===== config.mk =====
export PLATFORM = sky130hd
export DESIGN_NAME = dda_line_rasterizer
export DESIGN_NICKNAME = d
export VERILOG_FILES = /design/src/rtl/dlr_pkg.sv /design/src/rtl/dlr_div.sv /design/src/rtl/dda_line_rasterizer.sv
export SDC_FILE = /design/constraint.sdc
export NUM_CORES = 1
export LEC_CHECK = 0
export BUFFER_PORTS_ARGS = -buffer_cell sky130_fd_sc_hd__buf_4
export CAP_MARGIN = 20
export CORE_AREA = 2 2 230 232
export CTS_BUF_LIST = sky130_fd_sc_hd__clkbuf_8
export DETAILED_ROUTE_END_ITERATION = 10
export DIE_AREA = 0 0 232 234
export MAX_ROUTING_LAYER = met4
export SETUP_SLACK_MARGIN = 0.5
export SLEW_MARGIN = 5
export SYNTH_ARGS = -nofsm -noshare
export SYNTH_HDL_FRONTEND = slang
export SYNTH_SLANG_ARGS = --single-unit

===== constraint.sdc =====
create_clock -name aclk -period 6.3 [get_ports aclk]
set_clock_uncertainty 0.1 [all_clocks]
set_input_delay 0.63 -clock aclk [delete_from_list [all_inputs] [get_ports aclk]]
set_output_delay 0.63 -clock aclk [all_outputs]
set_load 0.02 [all_outputs]

===== src/rtl/dlr_pkg.sv =====
// Shared constants, types and the pixel rounding function of the DDA line rasterizer.
// Depends on nothing; every file but the macros header imports it.
package dlr_pkg;

    // Number formats.
    localparam int COORD_BITS     = 16;
    localparam int SUBPIXEL_BITS  = 4;
    localparam int STEP_FRAC_BITS = 16;

    localparam int SCALE_SHIFT = STEP_FRAC_BITS - SUBPIXEL_BITS;
    localparam int DELTA_W     = COORD_BITS + 1;
    localparam int STEPS_W     = COORD_BITS - SUBPIXEL_BITS + 1;
    localparam int STEP_W      = STEP_FRAC_BITS + 2;
    localparam int T_W         = STEP_FRAC_BITS + 1;
    localparam int POS_W       = COORD_BITS + SCALE_SHIFT + 2;
    localparam int DIVIDEND_W  = (COORD_BITS + SCALE_SHIFT > T_W) ?
                                 (COORD_BITS + SCALE_SHIFT) : T_W;
    localparam int DIV_CNT_W   = $clog2(DIVIDEND_W);

    // Field widths of the stream words.
    localparam int PIX_W       = 13;
    localparam int ID_W        = 16;
    localparam int S_TDATA_W   = 4 * COORD_BITS + ID_W;
    localparam int M_FIELDS_W  = 2 * PIX_W + T_W + ID_W;
    localparam int M_TDATA_W   = ((M_FIELDS_W + 7) / 8) * 8;

    localparam logic [POS_W-1:0] ROUND_HALF = POS_W'(1) << (STEP_FRAC_BITS - 1);
    localparam logic [DELTA_W:0] SUB_ROUND  = (DELTA_W + 1)'((1 << SUBPIXEL_BITS) - 1);

    // Input word kinds carried on tuser.
    typedef enum logic [0:0] {
        CMD_BEGIN   = 1'b0,
        CMD_ADVANCE = 1'b1
    } cmd_t;

    // Line setup sequencer.
    typedef enum logic [2:0] {
        ST_IDLE,
        ST_STEPS,
        ST_DIV_X,
        ST_DIV_Y,
        ST_DIV_T
    } state_t;

    // Status of the serial divider.
    typedef struct packed {
        logic busy;
        logic done;
    } div_status_t;

    // Round a fixed-point position half away from zero to whole pixels.
    function automatic logic [PIX_W-1:0] round_pix(input logic [POS_W-1:0] p);
        logic [POS_W-1:0] mag;
        logic [POS_W-1:0] sum;
        logic [PIX_W-1:0] r;
        mag = p[POS_W-1] ? (~p + POS_W'(1)) : p;
        sum = mag + ROUND_HALF;
        r   = PIX_W'(sum >> STEP_FRAC_BITS);
        return p[POS_W-1] ? (~r + PIX_W'(1)) : r;
    endfunction

endpackage


===== src/rtl/dlr_div.sv =====
// Restoring serial divider, one quotient bit per cycle, shared by the three increments.
// Depends on dlr_pkg.
module dlr_div import dlr_pkg::*; (
    input  logic                  aclk,
    input  logic                  aresetn,
    input  logic                  start,
    input  logic [DIVIDEND_W-1:0] dividend,
    input  logic [STEPS_W-1:0]    divisor,
    output div_status_t           status,
    output logic [DIVIDEND_W-1:0] quotient
);

    logic                  busy_reg, busy_next;
    logic                  done_reg, done_next;
    logic [DIV_CNT_W-1:0]  cnt_reg, cnt_next;
    logic [DIVIDEND_W-1:0] dvd_reg, dvd_next;
    logic [STEPS_W-1:0]    rem_reg, rem_next;
    logic [STEPS_W-1:0]    dvs_reg, dvs_next;
    logic [STEPS_W+1:0]    trial;
    logic                  fits;

    // Trial subtraction of the divisor from the shifted partial remainder.
    always_comb begin
        trial = {1'b0, rem_reg, dvd_reg[DIVIDEND_W-1]} - {2'b00, dvs_reg};
        fits  = ~trial[STEPS_W+1];
    end

    // Iteration control; the dividend register fills with quotient bits from the bottom.
    always_comb begin
        busy_next = busy_reg;
        done_next = 1'b0;
        cnt_next  = cnt_reg;
        dvd_next  = dvd_reg;
        rem_next  = rem_reg;
        dvs_next  = dvs_reg;
        if (start) begin
            busy_next = 1'b1;
            cnt_next  = '0;
            dvd_next  = dividend;
            rem_next  = '0;
            dvs_next  = divisor;
        end else if (busy_reg) begin
            dvd_next = {dvd_reg[DIVIDEND_W-2:0], fits};
            rem_next = fits ? trial[STEPS_W-1:0] : {rem_reg[STEPS_W-2:0], dvd_reg[DIVIDEND_W-1]};
            if (cnt_reg == DIV_CNT_W'(DIVIDEND_W - 1)) begin
                busy_next = 1'b0;
                done_next = 1'b1;
            end else begin
                cnt_next = cnt_reg + DIV_CNT_W'(1);
            end
        end
    end

    // Control registers.
    always_ff @(posedge aclk) begin
        if (!aresetn) begin
            busy_reg <= 1'b0;
            done_reg <= 1'b0;
            cnt_reg  <= '0;
        end else begin
            busy_reg <= busy_next;
            done_reg <= done_next;
            cnt_reg  <= cnt_next;
        end
    end

    // Datapath registers.
    always_ff @(posedge aclk) begin
        dvd_reg <= dvd_next;
        rem_reg <= rem_next;
        dvs_reg <= dvs_next;
    end

    assign status.busy = busy_reg;
    assign status.done = done_reg;
    assign quotient    = dvd_reg;

endmodule


===== src/rtl/dda_line_rasterizer.sv =====
// Top level of the DDA line rasterizer: setup sequencer, line walker and output register.
// Depends on dlr_pkg and dlr_div.
//
// A begin word (tuser 0) loads a line and keeps s_axis_tready low during setup: the
// ST_STEPS state sizes the line, then the single serial divider runs three times, once
// each for the x, y and t increments, at one quotient bit per cycle. An advance word
// (tuser 1) puts one fragment into the output register; with m_axis_tready held high,
// advances go through at one word per cycle. A line gives steps+1 fragments, the final
// one with m_axis_tlast set; an advance with no line in progress gives nothing. A begin
// word abandons any line still in progress.
module dda_line_rasterizer import dlr_pkg::*; (
    input  logic                 aclk,
    input  logic                 aresetn,
    input  logic                 s_axis_tvalid,
    output logic                 s_axis_tready,
    // start_x, start_y, end_x, end_y, prim_id (lowest bits first)
    input  logic [S_TDATA_W-1:0] s_axis_tdata,
    // cmd
    input  logic                 s_axis_tuser,
    output logic                 m_axis_tvalid,
    input  logic                 m_axis_tready,
    // pix_x, pix_y, param_t, frag_prim_id, zero fill (lowest bits first)
    output logic [M_TDATA_W-1:0] m_axis_tdata,
    output logic                 m_axis_tlast
);

    state_t                state_reg, state_next;
    logic                  active_reg, active_next;
    logic                  m_tvalid_reg, m_tvalid_next;
    logic [COORD_BITS-1:0] sx_reg, sx_next;
    logic [COORD_BITS-1:0] sy_reg, sy_next;
    logic [DELTA_W-1:0]    dx_reg, dx_next;
    logic [DELTA_W-1:0]    dy_reg, dy_next;
    logic [STEPS_W-1:0]    steps_reg, steps_next;
    logic [POS_W-1:0]      pos_x_reg, pos_x_next;
    logic [POS_W-1:0]      pos_y_reg, pos_y_next;
    logic [STEP_W-1:0]     step_x_reg, step_x_next;
    logic [STEP_W-1:0]     step_y_reg, step_y_next;
    logic [T_W-1:0]        t_accum_reg, t_accum_next;
    logic [T_W-1:0]        t_step_reg, t_step_next;
    logic [STEPS_W-1:0]    remaining_reg, remaining_next;
    logic [ID_W-1:0]       held_id_reg, held_id_next;
    logic [M_TDATA_W-1:0]  m_tdata_reg, m_tdata_next;
    logic                  m_tlast_reg, m_tlast_next;

    logic                  s_ready;
    logic                  s_accept;
    logic [COORD_BITS-1:0] in_sx, in_sy, in_ex, in_ey;
    logic [ID_W-1:0]       in_id;
    logic [DELTA_W-1:0]    ax, ay, amax;
    logic [DELTA_W:0]      steps_sum;
    logic [STEPS_W-1:0]    steps_raw;
    logic [STEP_W-1:0]     quo_trim;
    logic                  div_start;
    logic [DIVIDEND_W-1:0] div_dividend;
    div_status_t           div_status;
    logic [DIVIDEND_W-1:0] div_quotient;

    // Input word fields.
    assign in_sx = s_axis_tdata[0*COORD_BITS +: COORD_BITS];
    assign in_sy = s_axis_tdata[1*COORD_BITS +: COORD_BITS];
    assign in_ex = s_axis_tdata[2*COORD_BITS +: COORD_BITS];
    assign in_ey = s_axis_tdata[3*COORD_BITS +: COORD_BITS];
    assign in_id = s_axis_tdata[4*COORD_BITS +: ID_W];

    // A word is taken only when idle and the output register is free or draining.
    assign s_ready  = (state_reg == ST_IDLE) && (!m_tvalid_reg || m_axis_tready);
    assign s_accept = s_axis_tvalid && s_ready;

    // Line length in whole pixels, rounded up, at least one step.
    always_comb begin
        ax        = dx_reg[DELTA_W-1] ? (~dx_reg + DELTA_W'(1)) : dx_reg;
        ay        = dy_reg[DELTA_W-1] ? (~dy_reg + DELTA_W'(1)) : dy_reg;
        amax      = (ax > ay) ? ax : ay;
        steps_sum = {1'b0, amax} + SUB_ROUND;
        steps_raw = STEPS_W'(steps_sum >> SUBPIXEL_BITS);
        quo_trim  = STEP_W'(div_quotient);
    end

    // Setup sequencer and fragment walker.
    always_comb begin
        state_next     = state_reg;
        active_next    = active_reg;
        m_tvalid_next  = m_tvalid_reg && !m_axis_tready;
        sx_next        = sx_reg;
        sy_next        = sy_reg;
        dx_next        = dx_reg;
        dy_next        = dy_reg;
        steps_next     = steps_reg;
        pos_x_next     = pos_x_reg;
        pos_y_next     = pos_y_reg;
        step_x_next    = step_x_reg;
        step_y_next    = step_y_reg;
        t_accum_next   = t_accum_reg;
        t_step_next    = t_step_reg;
        remaining_next = remaining_reg;
        held_id_next   = held_id_reg;
        m_tdata_next   = m_tdata_reg;
        m_tlast_next   = m_tlast_reg;
        div_start      = 1'b0;
        div_dividend   = '0;

        case (state_reg)
            ST_IDLE: begin
                if (s_accept) begin
                    if (s_axis_tuser == CMD_BEGIN) begin
                        // Latch the endpoints and the id; the old line is dropped.
                        sx_next      = in_sx;
                        sy_next      = in_sy;
                        dx_next      = {in_ex[COORD_BITS-1], in_ex} - {in_sx[COORD_BITS-1], in_sx};
                        dy_next      = {in_ey[COORD_BITS-1], in_ey} - {in_sy[COORD_BITS-1], in_sy};
                        held_id_next = in_id;
                        active_next  = 1'b0;
                        state_next   = ST_STEPS;
                    end else if (active_reg) begin
                        // Emit the fragment at the current position, then walk one step.
                        m_tvalid_next = 1'b1;
                        m_tdata_next  = M_TDATA_W'({held_id_reg, t_accum_reg,
                                                    round_pix(pos_y_reg),
                                                    round_pix(pos_x_reg)});
                        m_tlast_next  = (remaining_reg == '0);
                        if (remaining_reg == '0) begin
                            active_next = 1'b0;
                        end else begin
                            pos_x_next = pos_x_reg +
                                {{(POS_W-STEP_W){step_x_reg[STEP_W-1]}}, step_x_reg};
                            pos_y_next = pos_y_reg +
                                {{(POS_W-STEP_W){step_y_reg[STEP_W-1]}}, step_y_reg};
                            t_accum_next   = t_accum_reg + t_step_reg;
                            remaining_next = remaining_reg - STEPS_W'(1);
                        end
                    end
                end
            end
            ST_STEPS: begin
                // Step count and start position.
                steps_next     = (steps_raw == '0) ? STEPS_W'(1) : steps_raw;
                remaining_next = (steps_raw == '0) ? STEPS_W'(1) : steps_raw;
                pos_x_next     = {{(POS_W-COORD_BITS-SCALE_SHIFT){sx_reg[COORD_BITS-1]}},
                                  sx_reg, {SCALE_SHIFT{1'b0}}};
                pos_y_next     = {{(POS_W-COORD_BITS-SCALE_SHIFT){sy_reg[COORD_BITS-1]}},
                                  sy_reg, {SCALE_SHIFT{1'b0}}};
                t_accum_next   = '0;
                state_next     = ST_DIV_X;
            end
            ST_DIV_X: begin
                // Divide the magnitude and put the sign back: truncation toward zero.
                div_dividend = DIVIDEND_W'({ax[COORD_BITS-1:0], {SCALE_SHIFT{1'b0}}});
                div_start    = !div_status.busy && !div_status.done;
                if (div_status.done) begin
                    step_x_next = dx_reg[DELTA_W-1] ? (~quo_trim + STEP_W'(1)) : quo_trim;
                    state_next  = ST_DIV_Y;
                end
            end
            ST_DIV_Y: begin
                div_dividend = DIVIDEND_W'({ay[COORD_BITS-1:0], {SCALE_SHIFT{1'b0}}});
                div_start    = !div_status.busy && !div_status.done;
                if (div_status.done) begin
                    step_y_next = dy_reg[DELTA_W-1] ? (~quo_trim + STEP_W'(1)) : quo_trim;
                    state_next  = ST_DIV_T;
                end
            end
            ST_DIV_T: begin
                div_dividend = DIVIDEND_W'(1) << STEP_FRAC_BITS;
                div_start    = !div_status.busy && !div_status.done;
                if (div_status.done) begin
                    t_step_next = T_W'(div_quotient);
                    active_next = 1'b1;
                    state_next  = ST_IDLE;
                end
            end
            default: begin
                state_next = ST_IDLE;
            end
        endcase
    end

    // Shared serial divider.
    dlr_div u_div (
        .aclk     (aclk),
        .aresetn  (aresetn),
        .start    (div_start),
        .dividend (div_dividend),
        .divisor  (steps_reg),
        .status   (div_status),
        .quotient (div_quotient)
    );

    // Control and line state registers.
    always_ff @(posedge aclk) begin
        if (!aresetn) begin
            state_reg     <= ST_IDLE;
            active_reg    <= 1'b0;
            m_tvalid_reg  <= 1'b0;
            pos_x_reg     <= '0;
            pos_y_reg     <= '0;
            step_x_reg    <= '0;
            step_y_reg    <= '0;
            t_accum_reg   <= '0;
            t_step_reg    <= '0;
            remaining_reg <= '0;
            held_id_reg   <= '0;
        end else begin
            state_reg     <= state_next;
            active_reg    <= active_next;
            m_tvalid_reg  <= m_tvalid_next;
            pos_x_reg     <= pos_x_next;
            pos_y_reg     <= pos_y_next;
            step_x_reg    <= step_x_next;
            step_y_reg    <= step_y_next;
            t_accum_reg   <= t_accum_next;
            t_step_reg    <= t_step_next;
            remaining_reg <= remaining_next;
            held_id_reg   <= held_id_next;
        end
    end

    // Setup and output payload registers.
    always_ff @(posedge aclk) begin
        sx_reg      <= sx_next;
        sy_reg      <= sy_next;
        dx_reg      <= dx_next;
        dy_reg      <= dy_next;
        steps_reg   <= steps_next;
        m_tdata_reg <= m_tdata_next;
        m_tlast_reg <= m_tlast_next;
    end

    assign s_axis_tready = s_ready;
    assign m_axis_tvalid = m_tvalid_reg;
    assign m_axis_tdata  = m_tdata_reg;
    assign m_axis_tlast  = m_tlast_reg;

endmodule


Yosys cells after proc, flatten, opt, wreduce, memory -nomap -nowiden:

Index checks and enable logic that the tools add are counted.

* bits in registers: 364
* input bits: 85
* output and inout bits: 67
* word-level logic and storage cells: 150

* add/sub/neg operators: 18
* order comparisons: 1
* eq/ne operators: 13
* muxes and demuxes: 55
* bitwise logic cells: 12
* reductions and logical operators: 27

Operators with widths (number)
* 30-bit two-way mux: 8
* 30-bit case mux with 2 select lines: 2
* 17-bit two-way mux: 7
* 13-bit two-way mux: 8
* 28-bit case mux with 3 select lines: 1
* 30-bit adder: 2
* 29-bit by 1-bit adder with 29-bit output (second input constant): 2
* 29-bit by 16-bit adder with 29-bit output (second input constant): 2
* 29-bit two-way mux: 2
* 29-bit inverter: 2
* 28-bit two-way mux: 2
* 18-bit two-way mux: 2
* 17-bit by 1-bit adder with 17-bit output (second input constant): 2
* 17-bit inverter: 2
* 17-bit case mux with 2 select lines: 1
* 16-bit by 16-bit subtractor with 17-bit output: 2
* 13-bit by 1-bit adder with 13-bit output (second input constant): 2
* 13-bit zero test: 2
* 13-bit inverter: 2
* 13-bit case mux with 2 select lines: 1
* 18-bit by 1-bit adder with 18-bit output (second input constant): 1
* 18-bit inverter: 1
* 17-bit adder: 1
* 17-bit by 4-bit adder with 17-bit output (second input constant): 1
* other kinds (26): 68

Logic depth before layout (Yosys ltp):

Gate-level depths: netlist (run 1).

* depth in word-level cells: 9
* mapped depth: 19
* depth with buffers taken out: 17

By module:

From an unflattened synthesis (run 1), not the netlist that was laid out.

* cell total of the unflattened synthesis: 2612
* area, all modules: 23314.9 µm²

Modules (own cells, without submodules)
* dda_line_rasterizer: times used 1, cells each 2349, area an instance 20180.6 µm², seq. area each 7457.2 µm²
* dlr_div: times used 1, cells each 263, area an instance 3134.3 µm², seq. area each 1631.6 µm²

Worst setup path after synthesis (run 1):

No wires, ideal clock.

* path kind: register -> register
* from: register dx_reg[8]
* to: register steps_reg[0], data pin
* library setup time: 165 ps
* arrival time: 4766 ps
* required time: 6035 ps
* slack: 1269 ps
* stages on the path, launching flop included: 16
* path buffers: 1
* clock period less this slack: 5031 ps
* cell sequence: edfxtp_1 > or4_1 > or3_1 > o41ai_1 > xor2_1 > inv_1 > ha_1 > nand4_1 > or2_2 > nor4_1 > a21oi_1 > clkbuf_1 > a31o_2 > or4_1 > or4b_1 > o31ai_2

* cells in the longest elaborated chain, start to end: 8

Ends and longest elaborated chain
* start, declared: RTL line dda_line_rasterizer.sv:32 `logic [DELTA_W-1:0] dx_reg, dx_next;`
* start signal, assigned: RTL line dda_line_rasterizer.sv:222 `dx_reg <= dx_next;`
* 17-bit inverter: RTL line dda_line_rasterizer.sv:72 `ax = dx_reg[DELTA_W-1] ? (~dx_reg + DELTA_W'(1)) : dx_reg;`
* 17-bit by 1-bit adder with 17-bit output: RTL line dda_line_rasterizer.sv:72
* 17-bit two-way mux (*): RTL line dda_line_rasterizer.sv:72
* 17-bit > comparator: RTL line dda_line_rasterizer.sv:74 `amax = (ax > ay) ? ax : ay;`
* 17-bit two-way mux (*): RTL line dda_line_rasterizer.sv:74
* 17-bit by 4-bit adder with 17-bit output (*): RTL line dda_line_rasterizer.sv:75 `steps_sum = {1'b0, amax} + SUB_ROUND;`
* 13-bit zero test: RTL line dda_line_rasterizer.sv:137 `steps_next = (steps_raw == '0) ? STEPS_W'(1) : steps_raw;`
* 13-bit two-way mux (*)
* end signal, assigned: RTL line dda_line_rasterizer.sv:224 `steps_reg <= steps_next;`
* end, declared: RTL line dda_line_rasterizer.sv:34 `logic [STEPS_W-1:0] steps_reg, steps_next;`

Mark *: on every way between the ends. The rest lies on a longest branch, timed or not.
A chain may end at the register's enable or synchronous reset.

Worst setup path after layout (run 1):

* from: register dy_reg[0]
* to: register steps_reg[0], data pin

* cells in the longest elaborated chain, start to end: 8

Ends and longest elaborated chain
* start, declared: RTL line dda_line_rasterizer.sv:33 `logic [DELTA_W-1:0] dy_reg, dy_next;`
* start signal, assigned: RTL line dda_line_rasterizer.sv:223 `dy_reg <= dy_next;`
* 17-bit inverter: RTL line dda_line_rasterizer.sv:73 `ay = dy_reg[DELTA_W-1] ? (~dy_reg + DELTA_W'(1)) : dy_reg;`
* 17-bit by 1-bit adder with 17-bit output: RTL line dda_line_rasterizer.sv:73
* 17-bit two-way mux (*): RTL line dda_line_rasterizer.sv:73
* 17-bit > comparator: RTL line dda_line_rasterizer.sv:74
* 17-bit two-way mux (*): RTL line dda_line_rasterizer.sv:74
* 17-bit by 4-bit adder with 17-bit output (*): RTL line dda_line_rasterizer.sv:75
* 13-bit zero test: RTL line dda_line_rasterizer.sv:137
* 13-bit two-way mux (*)

Marked as above.

==> results of run 1 <==
==> cell usage in the layout (no fill, tap or decap), types with 16 or more instances in the layout <==
master    netlist  final
nand2_1       306    306
nor2_1        211    209
a21oi_1       203    203
dfxtp_1       184    184
edfxtp_1      180    180
buf_4           6    173
inv_1         147    170
ha_1          145    145
xnor2_1       124    124
o21ai_0       103    103
xor2_1         82     82
clkbuf_8        0     72
a211oi_1       60     60
nor3_1         59     58
nand3_1        57     57
a21o_1         41     41
nor2b_1        40     40
nand2b_1       34     33
a31oi_1        33     33
or3_1          33     33
nand4_1        31     31
o31ai_1        29     29
o21a_1         25     25
and3_1         21     21
or2_2          20     20
o211ai_1       20     20
mux2i_1        16     16
==> cell type report <==
cell class,instances,share of cell area [%]
Sequential cell,364,34.81
Tap cell,688,3.297
Clock inverter,46,0.8579
Inverter,149,2.152
Timing Repair Buffer,175,5.185
Antenna cell,1,0.009585
Clock buffer,72,3.796
Multi-Input combinational cell,1975,49.89
==> metrics by stage <==
stage | std cells | util [%] | setup slack, ps
finish | 3470 | 50.18 | 775.0
global route | 3469 | 50.18 | 512.7
CTS | 3467 | 50.04 | 709.8
detailed placement | 3349 | 47.70 | 723.0
global placement | 3349 | 47.70 | 750.6
floorplan | 2627 | - | 1269
==> metal layers <==
metal | up-vias | share of wire, % | global-route usage [%] | routed length [um]
li1 | 9691 | - | - | -
met1 | 9221 | 46 | 30.19 | 28470
met2 | 466 | 46 | 37.25 | 28800
met3 | 107 | 5.0 | 3.636 | 3083
met4 | 0 | 3.0 | 9.375 | 1842
met5 | - | 0 | - | 0
==> cell usage after synthesis (13+ instances only) <==
cell,number
o21a_1,25
nor3_1,59
nor4_1,16
xor2_1,82
mux2i_1,16
nand4_1,31
a31oi_1,33
nand2b_1,34
edfxtp_1,180
and2_1,16
nor2_1,211
o21bai_1,13
clkbuf_1,116
xnor2_1,124
a21boi_0,13
o21ai_0,103
a21oi_1,203
dfxtp_1,184
nand3_1,57
a311oi_1,14
ha_1,145
o311ai_0,14
a211oi_1,60
and3_1,21
inv_1,147
nor2b_1,40
o31ai_1,29
nand2_1,306
o211ai_1,20
or3_1,33
a21o_1,41
or2_2,20
==> cells by family (layout without fill, tap and decap cells) <==
| kind of cell | after synthesis | count (layout) | share of synthesized area (%) |
|---|---|---|---|
| fa+ha+maj | 151 | 151 | 8.343 |
| compound gates | 682 | 682 | 19.50 |
| other cells | 1 | 6 | 0.01617 |
| mux | 19 | 19 | 0.8364 |
| simple gates | 906 | 906 | 18.90 |
| flops | 364 | 364 | 39.20 |
| xor+xnor | 212 | 212 | 8.354 |
| buf+inv | 288 | 442 | 4.851 |
==> power groups by stage <==
stage	Combinational, W	Sequential [W]	Clock, W
final	0.00155	0.00286	0.00210
after global routing	0.00173	0.00288	0.00227
after CTS	0.00154	0.00285	0.00217
after detailed placement	0.00153	0.00290	0
after global placement	0.00150	0.00290	0
after floorplan	0.00117	0.00281	0
==> timing repair <==
action / in CTS / in global routing
hold endpoints to repair: 0 / 0
resized for setup: 0 / 3
setup endpoints to repair: 0 / 1
==> worst paths after layout <==
kind                                              from                          to  slack [ps]  cells past startpoint
worst min-delay path                  s_axis_tdata[10]        sx_reg[10]$_DFFE_PP_          70                      1
worst max register to register     dy_reg[0]$_DFFE_PP_      steps_reg[0]$_DFFE_PP_         770                     16
worst max-delay path               dy_reg[0]$_DFFE_PP_      steps_reg[0]$_DFFE_PP_         770                     16
worst min register to register  steps_reg[3]$_DFFE_PP_  u_div.dvs_reg[3]$_DFFE_PP_         310                      0
==> impl_metrics.ini, run 1 <==
[status]
outcome = completed

[logic_synthesis]
synth-warning-count = 0
synth-edff-count = 180
yosys_most_used_dff = dfxtp_1
synth-seq-cells = 364
yosysUniqueCellTypes = 93
async_flop_share_pct = 0
postSynthCellCount = 2623
netlist_area_sq_um = 23190
seq_area_frac_synth_pct = 39.20
yosys.area.top_type = edfxtp_1
synthTopCellsByArea = edfxtp_1, dfxtp_1, ha_1, nand2_1, xnor2_1
synth_top_area_share_pct = 23.31
avgSynthCellArea_sq_um = 8.839

[power_and_ir_drop]
p_leak_nw = 10.38
peakVddDrop_mv = 0.1453
p_seq_share_pct = 43.9
powerDensity_nw_per_um2 = 249.5
switching_share_pct = 33.15
p_switching_w = 0.002159
power_w = 0.006513
power.share.clock_pct = 32.3
power.internal_w = 0.004354
combPwrFrac_pct = 23.9

[clocking]
cts.clk_slew.worst_paths_ps = 60
cts_tree = yes
post-cts-setup-buffers = 0
cts_max_level = 3
clk_path_buf_depth = 3
clk_latency_ps = 670
numCtsBuffers = 67
clockRootBuffer = clkbuf_8
clock-sinks = 364
cts_hold_buffers = 0

[final_layout]
fin_nets = 2968
multiInputGateArea_sq_um = 13030
final_layout_size_suffix_gt1_share_pct = 11.54
fill_cells = 4919
fin_area_sq_um = 26110
largest_reg_flops = 59
syn_to_final_growth_pct = 12.60
regArea_sq_um = 9089

[sta]
setup_viol = 0
final.period_utilization_pct = 87.70
fin_crit_ps = 5525
hold_viol = 0
drv_slew = 0
finalSetupTns_ps = 0
fmax_mhz = 181.0
rsz0062_at_grt = false
hold_ws_ps = 67.16
worst_slew_pin_slew_ps = 1057
slew-limit-headroom_pct = 29.27

[detailed_routing]
vias_per_cell = 5.615
drtAntennaViolNets = 0
drt_first_pass_iters = 7
drtIter0Drc = 1492
drcViolationCount = 0
wl_per_cell_um = 17.92
drt-total-wl_mm = 62.20
vias = 19490

[critical_path]
cp.buffers_inverters = 2
critPathSlowestCell = or4b_1
path_cells = inv_1 > ha_1 > or4b_1 > o41ai_1 > xnor2_1 > inv_1 > ha_1 > nand4_1 > or2_2 > nor4_2 > a21o_1 > nor2_1 > a31o_2 > or4_1 > or4b_1 > o31ai_2
required_ps = 6680
crit_path_end_kind = register
critPathLaunchType = register
critical_path_class = register to register
cp_top_family = simple AND/OR/NAND/NOR gates
critPathMaxFanout = 7
cpPeakStageDelay_ps = 620
arrival_ps = 5900

[global_route]
grt.total_usage_pct = 23.51
overflow = 0
grt_pass1_wl_mm = 98.54
grt_max_degree = 62
antenna_found_initial = 1
first_global_vias = 18410

[placement]
hpwl_mm = 45.69
placed_cell_area_sq_um = 24820
place_congestion = 0.9046
io_buffers = 146

[floorplan]
start_util_pct = 44.57
rows = 84
die_x_um = 232
fp.coreArea_sq_um = 52020
die_area_sq_um = 54290
io_pins = 152
die_h_um = 234

[job]
maxCapViolations = 0

[min_path]
hold_path.class = input port to register
(Power assumes the default switching activity.)
==> inputs of run 2 (changes only) <==
--- a/config.mk
+++ b/config.mk
@@ -8,7 +8,6 @@
 export BUFFER_PORTS_ARGS = -buffer_cell sky130_fd_sc_hd__buf_4
 export CAP_MARGIN = 20
 export CORE_AREA = 2 2 230 232
-export CTS_BUF_LIST = sky130_fd_sc_hd__clkbuf_8
 export DETAILED_ROUTE_END_ITERATION = 10
 export DIE_AREA = 0 0 232 234
 export MAX_ROUTING_LAYER = met4
==> impl_metrics.ini, run 2 (synthesized netlist as in run 1, its figures left out) <==
[status]
outcome = completed

[floorplan]
die_x_um = 232
fp.coreArea_sq_um = 52020
start_util_pct = 44.57
rows = 84
die_h_um = 234
io_pins = 152
die_area_sq_um = 54290

[sta]
slew-limit-headroom_pct = 30.53
drv_slew = 0
hold_viol = 0
setup_viol = 0
final.period_utilization_pct = 87.01
finalSetupTns_ps = 0
worst_slew_pin_slew_ps = 1038
timing.final.ws_setup_ps = 818.1
fmax_mhz = 182.4
rsz0062_at_grt = false
fin_crit_ps = 5482

[final_layout]
syn_to_final_growth_pct = 13.25
final_cell_mix = nand2_1, nor2_1, a21oi_1
fin_area_sq_um = 26260
fin_nets = 2944
stdcell_count = 3432
final_common_cell = nand2_1
final_layout_size_suffix_gt1_share_pct = 11.01
largest_reg_flops = 59

[clocking]
clk_path_buf_depth = 3
post-cts-setup-buffers = 0
cts_tree = yes
cts.clk_slew.worst_paths_ps = 60
cts_max_level = 2
clockRootBuffer = clkbuf_16
numCtsBuffers = 43
clk_latency_ps = 590
clock-sinks = 364

[placement]
place_congestion = 0.9046
placed_cell_area_sq_um = 24820
hpwl_mm = 45.69
io_buffers = 146
place_ws_ps = 723.0
dp.cells = 3349

[critical_path]
cp_top_family = simple AND/OR/NAND/NOR gates
critPathLaunchType = register
r2r_setup_slack_ps = 820
cp.buffers_inverters = 2
critPathMaxFanout = 7
cpPeakStageDelay_ps = 620
critPathSlowestCell = or4b_1
critical_path_class = register to register
crit_path_end_kind = register
required_ps = 6610
path_cells = inv_1 > ha_1 > or4b_1 > o41ai_1 > xnor2_1 > inv_1 > ha_1 > nand4_1 > or2_2 > nor4_2 > a21o_1 > nor2_1 > a31o_2 > or4_1 > or4b_1 > o31ai_2
arrival_ps = 5790

[global_route]
grt.total_usage_pct = 23.29
grt_max_degree = 62
antenna_found_initial = 1
grt_pass1_wl_mm = 98.05
first_global_vias = 18260
overflow = 0

[detailed_routing]
drt-total-wl_mm = 61.86
drtAntennaViolNets = 0
drt_first_pass_iters = 5
drtIter0Drc = 1416
wl_per_cell_um = 18.02
vias_per_cell = 5.623
vias = 19300
drcViolationCount = 0

[power_and_ir_drop]
p_leak_nw = 10.33
power_w = 0.006835
powerDensity_nw_per_um2 = 260.3
peakVddDrop_mv = 0.1683

[min_path]
hold_path.class = input port to register

[job]
maxCapViolations = 0
run 2: worst register-to-register path, stage by stage (launching register included):
cell,delay [ps]
edfxtp_1,470
inv_1,90
ha_1,210
or4b_1,620
o41ai_1,440
xnor2_1,390
inv_1,160
ha_1,350
nand4_1,90
or2_2,310
nor4_2,310
a21o_1,260
nor2_1,80
a31o_2,230
or4_1,480
or4b_1,520
o31ai_2,200
run 2: stage by stage:
| stage | util (%) | hold slack [ps] |
|---|---|---|
| 3_3_place_gp | 47.70 | 302.9 |
| 4_1_cts | 50.32 | 103.0 |
| 3_5_place_dp | 47.70 | 305.6 |
| 5_1_grt | 50.47 | 123.0 |
| 2_1_floorplan | - | 300.3 |
| 6_report | 50.47 | 132.2 |
run 2: report_power, final:
group          switching (W)  total, W  leakage, nW  internal, W
registers           0.000177   0.00286         3.19      0.00268
clock network        0.00104   0.00243        0.672      0.00138
logic               0.000945   0.00155         6.47     0.000608
total                0.00217   0.00684         10.3      0.00467
run 2: path summary, 6_finish.rpt:
check                                            start                         end  cells past startpoint
worst max-delay path               dy_reg[0]$_DFFE_PP_      steps_reg[0]$_DFFE_PP_                     16
worst min-delay path                  s_axis_tdata[10]        sx_reg[10]$_DFFE_PP_                      1
worst max register to register     dy_reg[0]$_DFFE_PP_      steps_reg[0]$_DFFE_PP_                     16
worst min register to register  steps_reg[1]$_DFFE_PP_  u_div.dvs_reg[1]$_DFFE_PP_                      0
run 2: area by class of cell:
| class | instances | area, sq um |
|---|---|---|
| timing repair buffer | 175 | 1354 |
| tap | 688 | 860.8 |
| clock buffer | 59 | 1186 |
| clock inverter | 21 | 178.9 |
| multi-input combinational | 1975 | 13030 |
| fill | 4842 | 25770 |
| sequential | 364 | 9089 |
| inverter | 149 | 561.8 |
| antenna | 1 | 2.502 |
run 2: metal layers:
metal,vias up,routed length (um),track usage [%]
met3,99,2919,2.943
met5,-,0,-
li1,9649,-,-
met2,447,28610,36.90
met4,0,1914,8.994
met1,9102,28410,30.41
run 2: repair_timing:
action                     4_1_cts  5_1_grt
gates resized for setup          0        3
hold buffers                     0        0
setup endpoints to repair        0        1
==> inputs of run 3 (changes only) <==
--- a/config.mk
+++ b/config.mk
@@ -11,6 +11,7 @@
 export DETAILED_ROUTE_END_ITERATION = 10
 export DIE_AREA = 0 0 232 234
 export MAX_ROUTING_LAYER = met4
+export REMOVE_ABC_BUFFERS = 1
 export SETUP_SLACK_MARGIN = 0.5
 export SLEW_MARGIN = 5
 export SYNTH_ARGS = -nofsm -noshare
==> impl_metrics.ini, run 3 (synthesized netlist as in run 1, its figures left out) <==
[sta]
fin_crit_ps = 5531
drv_slew = 0
finalSetupTns_ps = 0
rsz0062_at_grt = false
slew-limit-headroom_pct = 33.48
fmax_mhz = 180.8
final.period_utilization_pct = 87.79
hold_viol = 0
setup_viol = 0
worst_slew_pin_slew_ps = 988.7

[clocking]
cts.clk_slew.worst_paths_ps = 60
numCtsBuffers = 44
clockRootBuffer = clkbuf_16
cts_tree = yes
clock-sinks = 364
clk_path_buf_depth = 3
cts_hold_buffers = 0
clk_latency_ps = 590
cts_max_level = 2

[final_layout]
stdcell_count = 3436
syn_to_final_growth_pct = 13.57
fin_area_sq_um = 26330
fin_nets = 2946
final_layout_size_suffix_gt1_share_pct = 11.40
final_common_cell = nand2_1
largest_reg_flops = 59
final_cell_mix = nand2_1, nor2_1, a21oi_1

[global_route]
grt.total_usage_pct = 23.01
first_global_vias = 18450
grt_max_degree = 79
grt_pass1_wl_mm = 97.73
antenna_found_initial = 1
overflow = 0

[critical_path]
required_ps = 6600
crit_path_end_kind = register
critPathLaunchType = register
cp.buffers_inverters = 2
startpoint = dx_reg[8]$_DFFE_PP_
arrival_ps = 5830
crit_path_frequent_cell = or4_1
critPathMaxFanout = 10
reg2reg_from = dx_reg[8]$_DFFE_PP_
critPathSlowestCell = or4_1
cp_top_family = simple AND/OR/NAND/NOR gates
critical_path_class = register to register
r2r_setup_slack_ps = 770
path_cells = or4_1 > or3_1 > o41ai_1 > xor2_1 > inv_1 > ha_1 > nand4_1 > or2_2 > nor4_1 > a21oi_1 > buf_4 > a31o_2 > or4_1 > or4b_1 > o31ai_2
cpPeakStageDelay_ps = 630

[detailed_routing]
drtAntennaViolNets = 0
drt-total-wl_mm = 61.09
drtIter0Drc = 1387
drcViolationCount = 0
wl_per_cell_um = 17.78
vias = 19410
vias_per_cell = 5.649
drt_first_pass_iters = 5

[placement]
placed_cell_area_sq_um = 24850
io_buffers = 146
place_congestion = 0.9106
dp.cells = 3351
hpwl_mm = 43.63

[floorplan]
die_area_sq_um = 54290
rows = 84
die_x_um = 232
fp.coreArea_sq_um = 52020
die_h_um = 234
io_pins = 152
start_util_pct = 44.57

[status]
outcome = completed

[power_and_ir_drop]
combPwrFrac_pct = 22.2
p_leak_nw = 10.39
p_switching_w = 0.002172
power.internal_w = 0.004758
power.share.clock_pct = 36.6
p_seq_share_pct = 41.1
power_w = 0.006930
powerDensity_nw_per_um2 = 263.2
switching_share_pct = 31.34
peakVddDrop_mv = 0.1740

[job]
maxCapViolations = 0

[min_path]
hold_path.class = input port to register
hold_path.startpoint = s_axis_tdata[24]
## run 3: layout make-up
| cell class | count | area, sq um |
|---|---|---|
| Inverter | 149 | 561.8 |
| Timing Repair Buffer | 176 | 1334 |
| Fill cell | 4829 | 25690 |
| Tap cell | 688 | 860.8 |
| Sequential cell | 364 | 9089 |
| Clock buffer | 56 | 1227 |
| Antenna cell | 2 | 5.005 |
| Clock inverter | 26 | 226.5 |
| Multi-Input combinational cell | 1975 | 13030 |
## run 3: worst register-to-register path, cell delays in order (launching register included)
cell	delay [ps]
edfxtp_1	490
or4_1	630
or3_1	420
o41ai_1	420
xor2_1	240
inv_1	120
ha_1	310
nand4_1	130
or2_2	340
nor4_1	380
a21oi_1	130
buf_4	200
a31o_2	240
or4_1	520
or4b_1	520
o31ai_2	190
## run 3: per-layer routing
layer  up-vias  track usage, %  wire (um)
met5         -               -          0
met4         0           7.512       1697
li1       9645               -          -
met1      9244           30.24      28560
met2       431           36.62      27940
met3        91           3.210       2896
## run 3: final timing paths
kind | endpoint | cells past startpoint
max | steps_reg[0]$_DFFE_PP_ | 15
min | sy_reg[8]$_DFFE_PP_ | 1
max reg2reg | steps_reg[0]$_DFFE_PP_ | 15
min reg2reg | u_div.dvs_reg[1]$_DFFE_PP_ | 0
## run 3: repair_timing
| item | CTS | global route |
|---|---|---|
| setup buffers | 0 | 1 |
| gates resized for setup | 0 | 4 |
| setup endpoints to repair | 0 | 2 |
## run 3: metrics by stage
stage	worst slack, ps	hold WS [ps]	utilization (%)
floorplan	784.4	300.3	-
global placement	778.8	303.7	47.76
detailed placement	682.1	307.2	47.76
CTS	613.3	96.76	50.55
global route	510.0	108.3	50.61
finish	769.1	129.4	50.62
## run 3: power by group through the flow
stage	sequential (W)	combinational (W)	clock, W
6_report	0.00285	0.00154	0.00254
2_1_floorplan	0.00285	0.00108	0
3_3_place_gp	0.00289	0.00150	0
4_1_cts	0.00285	0.00154	0.00260
3_5_place_dp	0.00290	0.00153	0
5_1_grt	0.00287	0.00173	0.00270
